[src/sv/kms_pkg.sv]
package kms_pkg;

    localparam int STREAMS_DEF    = 16;
    localparam int KEY_BITS_DEF   = 64;
    localparam int VALUE_BITS_DEF = 48;

    localparam int CFG_W   = 5;
    localparam int COUNT_W = 32;
    localparam int NEXT_W  = 4;
    localparam int ADDR_W  = 3;
    localparam int DATA_W  = 32;
    localparam int USER_W  = 2;

    localparam int USER_VALID = 0;
    localparam int USER_SAT   = 1;

    localparam logic [ADDR_W-3:0] REG_STREAM_COUNT = '0;

    typedef struct packed {
        logic clear;
        logic load;
        logic pop;
    } kms_head_cmd_t;

endpackage

[src/sv/kms_merge_ctrl.sv]
module kms_merge_ctrl
    import kms_pkg::*;
#(
    parameter int STREAMS    = STREAMS_DEF,
    parameter int KEY_BITS   = KEY_BITS_DEF,
    parameter int VALUE_BITS = VALUE_BITS_DEF,
    parameter int IDX_W      = $clog2(STREAMS)
)
(
    input  logic                  clk,
    input  logic                  rst_n,
    input  logic                  clear,
    input  logic                  step,
    input  logic [CFG_W-1:0]      stream_count,
    input  logic                  pop_found,
    input  logic [KEY_BITS-1:0]   pop_key,
    input  logic [VALUE_BITS-1:0] pop_value,
    input  logic [IDX_W-1:0]      pop_idx,
    output kms_head_cmd_t         cmd,
    output logic [IDX_W-1:0]      requested,
    output logic                  res_valid,
    output logic [KEY_BITS-1:0]   res_key,
    output logic [VALUE_BITS-1:0] res_value,
    output logic                  res_sat,
    output logic [NEXT_W-1:0]     res_next,
    output logic                  res_finished,
    output logic [COUNT_W-1:0]    res_count
);

    localparam int CNT_W = $clog2(STREAMS + 1);

    logic [CNT_W-1:0]      load_index_reg, load_index_next;
    logic [IDX_W-1:0]      requested_reg, requested_next;
    logic                  done_reg, done_next;
    logic [KEY_BITS-1:0]   acc_key_reg, acc_key_next;
    logic [VALUE_BITS-1:0] acc_value_reg, acc_value_next;
    logic                  acc_sat_reg, acc_sat_next;
    logic [COUNT_W-1:0]    count_reg, count_next;

    logic [CNT_W-1:0]      active;
    logic [CNT_W-1:0]      load_inc;
    logic                  loading;
    logic                  load_more;
    logic [VALUE_BITS:0]   sum;

    always_comb
    begin
        if (stream_count == '0)
        begin
            active = CNT_W'(1);
        end
        else if (32'(stream_count) > STREAMS)
        begin
            active = CNT_W'(STREAMS);
        end
        else
        begin
            active = CNT_W'(stream_count);
        end
    end

    assign load_inc  = CNT_W'(load_index_reg + 1'b1);
    assign loading   = load_index_reg < active;
    assign load_more = loading && (load_inc < active);
    assign sum       = {1'b0, acc_value_reg} + {1'b0, pop_value};

    assign cmd.clear = clear;
    assign cmd.load  = step && !done_reg;
    assign cmd.pop   = step && !done_reg && !load_more && pop_found;

    always_comb
    begin
        load_index_next = load_index_reg;
        requested_next  = requested_reg;
        done_next       = done_reg;
        acc_key_next    = acc_key_reg;
        acc_value_next  = acc_value_reg;
        acc_sat_next    = acc_sat_reg;
        count_next      = count_reg;
        res_valid       = 1'b0;
        res_key         = '0;
        res_value       = '0;
        res_sat         = 1'b0;
        res_finished    = 1'b0;

        if (done_reg)
        begin
            res_finished = 1'b1;
        end
        else
        begin
            if (loading)
            begin
                load_index_next = load_inc;
            end
            if (load_more)
            begin
                requested_next = IDX_W'(load_inc);
            end
            else if (!pop_found)
            begin
                res_valid      = acc_key_reg != '0;
                res_finished   = 1'b1;
                acc_key_next   = '0;
                acc_value_next = '0;
                acc_sat_next   = 1'b0;
                requested_next = '0;
                done_next      = 1'b1;
            end
            else
            begin
                requested_next = pop_idx;
                if (pop_key == acc_key_reg)
                begin
                    if (sum[VALUE_BITS])
                    begin
                        acc_value_next = '1;
                        acc_sat_next   = 1'b1;
                    end
                    else
                    begin
                        acc_value_next = sum[VALUE_BITS-1:0];
                    end
                end
                else
                begin
                    res_valid = acc_key_reg != '0;
                    if (count_reg != '1)
                    begin
                        count_next = count_reg + 1'b1;
                    end
                    acc_key_next   = pop_key;
                    acc_value_next = pop_value;
                    acc_sat_next   = 1'b0;
                end
            end
            if (res_valid)
            begin
                res_key   = acc_key_reg;
                res_value = acc_value_reg;
                res_sat   = acc_sat_reg;
            end
        end
    end

    assign res_next  = NEXT_W'(requested_next);
    assign res_count = count_next;
    assign requested = requested_reg;

    always_ff @(posedge clk or negedge rst_n)
    begin
        if (!rst_n)
        begin
            load_index_reg <= '0;
            requested_reg  <= '0;
            done_reg       <= 1'b0;
            acc_key_reg    <= '0;
            acc_value_reg  <= '0;
            acc_sat_reg    <= 1'b0;
            count_reg      <= '0;
        end
        else if (clear)
        begin
            load_index_reg <= '0;
            requested_reg  <= '0;
            done_reg       <= 1'b0;
            acc_key_reg    <= '0;
            acc_value_reg  <= '0;
            acc_sat_reg    <= 1'b0;
            count_reg      <= '0;
        end
        else if (step)
        begin
            load_index_reg <= load_index_next;
            requested_reg  <= requested_next;
            done_reg       <= done_next;
            acc_key_reg    <= acc_key_next;
            acc_value_reg  <= acc_value_next;
            acc_sat_reg    <= acc_sat_next;
            count_reg      <= count_next;
        end
    end

endmodule
[config.mk]
export PLATFORM = sky130hd
export DESIGN_NAME = kms_merge_ctrl
export DESIGN_NICKNAME = d
export VERILOG_FILES = /design/src/sv/kms_pkg.sv /design/src/sv/kms_merge_ctrl.sv
export SDC_FILE = /design/constraint.sdc
export NUM_CORES = 1
export LEC_CHECK = 0
export ABC_AREA = 1
export BUFFER_PORTS_ARGS = -buffer_cell sky130_fd_sc_hd__buf_2
export CELL_PAD_IN_SITES_DETAIL_PLACEMENT = 1
export CELL_PAD_IN_SITES_GLOBAL_PLACEMENT = 1
export CORE_MARGIN = 2
export CORE_UTILIZATION = 39
export DETAILED_ROUTE_END_ITERATION = 8
export GPL_ROUTABILITY_DRIVEN = 0
export HOLD_SLACK_MARGIN = 0.1
export PLACE_DENSITY_LB_ADDON = 0.08
export SYNTH_ARGS = -nofsm -noshare
export SYNTH_HDL_FRONTEND = slang
export SYNTH_SLANG_ARGS = --single-unit
[constraint.sdc]
create_clock -name clk -period 3.6 [get_ports clk]
set_clock_uncertainty 0.05 [all_clocks]
set_input_delay 0.18 -clock clk [delete_from_list [all_inputs] [get_ports clk]]
set_output_delay 0.18 -clock clk [all_outputs]
set_load 0.05 [all_outputs]
==> summary.txt <==
Outcome
  • Status: finished, final reports clean

Synthesis
  • Most common cell in the netlist: nand2_1
  • Synth Net Count: 2330
  • Ranking of synthesized cells by area: dfrtp_1 29%, nand2_1 16%, nor2_1 10%
  • Share of flip-flops with an asynchronous set or reset: 100%
  • Top_reg_cell synth: dfrtp_1
  • Synth cell count leaders: 564 x nand2_1, 356 x nor2_1, 301 x inv_1, 161 x nand3_1, 155 x dfrtp_1
  • Post-Syn Area: 13200 sq um
  • Post-synth EDFFs: 0
  • Post-synth top area share: 29.3%
  • Syn avg cell area: 6.17 sq um
  • Post-synth cell types: 44
  • Register area share after synthesis: 29.3%
  • Synth Warn #: 0
  • Cell count after synthesis: 2145
  • #FFs+latches synth: 155
  • Cell taking the most area after synthesis: dfrtp_1

Detailed routing
  • DRC viols: 0
  • Via count: 15803
  • DR iter-0 viols: 884
  • Final ANT Viol Nets: 0
  • DR WL/cell: 18.4 um
  • Pre-antenna DRT Iters: 5
  • Final WL: 55300 um
  • Vias per cell: 5.27

Timing
  • Period utilization: 97.2%
  • Min Tclk post-route: 3.50 ns
  • Slew margin rel.: 41.6%
  • Setup TNS Final: 0 ns
  • Max Freq: 0.286 GHz
  • Final setup violation count: 0
  • Final hold violation count: 0
  • Max-slew violations: 0
  • Worst Max-Slew Pin Slew: 0.875 ns

GRT
  • Number of global-route vias before repair: 16285
  • Largest net degree at the start of global routing: 91
  • Global-route wire length before repair: 86400 um
  • Gr usage total: 30.4%
  • Global route overflow: 0
  • Initial antenna violation count: 4

Worst hold path
  • HP Start: pop_value[38]
  • Worst Hold End: acc_value_reg[38]
  • Worst hold stages: 4
  • Hold Crit Class: in -> reg

Clock network
  • Clock root buffer: clkbuf_16
  • CTS Buf Count: 17
  • CTS tree: built
  • Worst-path clk slew: 0.07 ns
  • H-tree depth: 4
  • CTS max path bufs: 2
  • Clock sink count: 155
  • Worst-skew pair later-pin latency: 0.46 ns

Critical path
  • Flop2flop setup slack: 0.45 ns
  • CP startpoint: load_index_reg[1]
  • Setup CP Type: reg -> out
  • Critical Path AT: 3.27 ns
  • Crit start category: register
  • CP Max Fanout: 10
  • RR Endpoint: acc_key_reg[34]
  • Worst r2r path cells: 17
  • Worst setup EP type: output pin
  • RR Startpoint: acc_key_reg[33]
  • Req. time, crit path: 3.37 ns

Pwr
  • Gate power share: 44.1%
  • Leak: 8.89 nW
  • Power Density: 412 nW/um^2
  • Internal power: 3.86 mW
  • Clock Power Share: 27.3%
  • Seq pwr share: 28.6%
  • Max VDD drop: 0.448 mV
  • Sw frac: 45.3%
  • P_sw: 3.20 mW
  • Total Power: 7.06 mW

Finish
  • Sequential standard cell area: 3880 sq um
  • Core occupancy in the finished layout: 51.2%
  • Final instance area: 17100 sq um
  • Filler cell count: 4598
  • Fraction of layout cells with a size suffix above 1: 16.5%
  • Nets@finish: 2718
  • Multi-input logic area: 7840 sq um
  • Max reg flops: 64
  • Layout overhead on the synthesized area: 29.3%

Placed design
  • Hpwl dp: 39800 um
  • Dpl cell area: 15100 sq um
  • IO Port Bufs: 283

Floorplan
  • Initial Util: 39.6%
  • # rows: 67
  • Die Wd: 188 um
  • I/O pins: 284
  • Core box area: 33400 sq um
  • Die Y: 188 um
  • Die ar.: 35400 sq um

Run
  • # Max-Cap Violations: 0
-- per-layer routing --
layer	part of all wire, %	routed length [um]	global-route usage [%]
met2	46	25300	49.5
met4	2.9	1580	10.4
met3	6.6	3630	5.35
met5	0	0	0
met1	45	24800	40.9
-- cell type report --
cell class	instances	area share (%)
Tap cell	448	3.27
Inverter	341	7.50
Antenna cell	6	0.0877
Timing Repair Buffer	431	17.2
Clock inverter	11	0.782
Multi-Input combinational cell	1587	45.8
Sequential cell	155	22.7
Clock buffer	21	2.69
-- how the worst max path moves through the flow --
stage / cells past startpoint / slack, ns / end
final: 16 / 0.1 / res_count[6]
after global routing: 16 / -0.04 / res_count[6]
after CTS: 15 / 0.01 / res_count[24]
after detailed placement: 14 / 0.23 / res_count[11]
after global placement: 16 / 0.33 / res_count[27]
after floorplan: 15 / 0.38 / count_reg[18]
-- power by group through the flow --
stage          Combinational, mW  Clock (mW)  Sequential, mW
6_report                    3.11        1.92            2.02
5_1_grt                     3.37        2.01            2.04
4_1_cts                     2.88        1.95            2.01
3_5_place_dp                2.75           0            2.04
3_3_place_gp                2.71           0            2.03
2_1_floorplan               1.98           0            2.05
-- layout by cell type, fill, tap and decap left out, types with 5 or more instances in the layout --
master and n:
a21oi_1 76, a31oi_1 5, and2_1 10, buf_2 263
buf_4 42, buf_6 5, clkbuf_16 18, dfrtp_1 154
diode_2 6, dlygate4sd3_1 112, ha_1 56, inv_1 301
inv_2 37, nand2_1 562, nand3_1 157, nand3_2 5
nand4_1 25, nor2_1 349, nor2_4 6, nor3_1 32
nor4_1 17, o21ai_0 94, o21ai_1 60, o21bai_1 16
o22ai_1 17, o32ai_1 6, xor2_1 44
-- cells by family after synthesis --
family | Yosys count | synth area share [%]
adders and majority gates | 59 | 5.63
DFF | 155 | 29.3
and+or+nand+nor | 1181 | 36.7
xor gates and xnor gates | 52 | 3.44
buffers and inverters | 403 | 12.7
AOI/OAI and AO/OA | 295 | 12.2
-- per-stage QoR --
stage          cells  hold WS (ns)  setup WS (ns)
4_1_cts         2980         0.105         0.0142
3_3_place_gp    2836         0.258          0.328
2_1_floorplan   2145        -0.166          0.379
5_1_grt         2997         0.146        -0.0398
3_5_place_dp    2836         0.248          0.229
6_report        3000         0.114         0.0998
-- critical path: stages, from the launching register on --
cell and delay (ns):
dfrtp_1 0.45, ha_4 0.20, nand3_2 0.08, xor2_1 0.19, inv_1 0.10, ha_4 0.28, nand2_1 0.07, o21a_1 0.20
nand2_2 0.08, nor2_4 0.08, nor2_4 0.21, nand2_4 0.15, buf_4 0.21, nor2_1 0.08, nand3_1 0.09, and2_1 0.18
buf_4 0.19
-- repair_timing --
item / in CTS / in global routing
endpoints found under the hold margin: 189 / 0
hold buffers: 112 / 0
setup buffers: 0 / 13
resized for setup: 20 / 40
pin swaps: 0 / 8
cloned: 0 / 1
setup endpoints to repair: 43 / 149
Power figures use the tool's default switching activity.
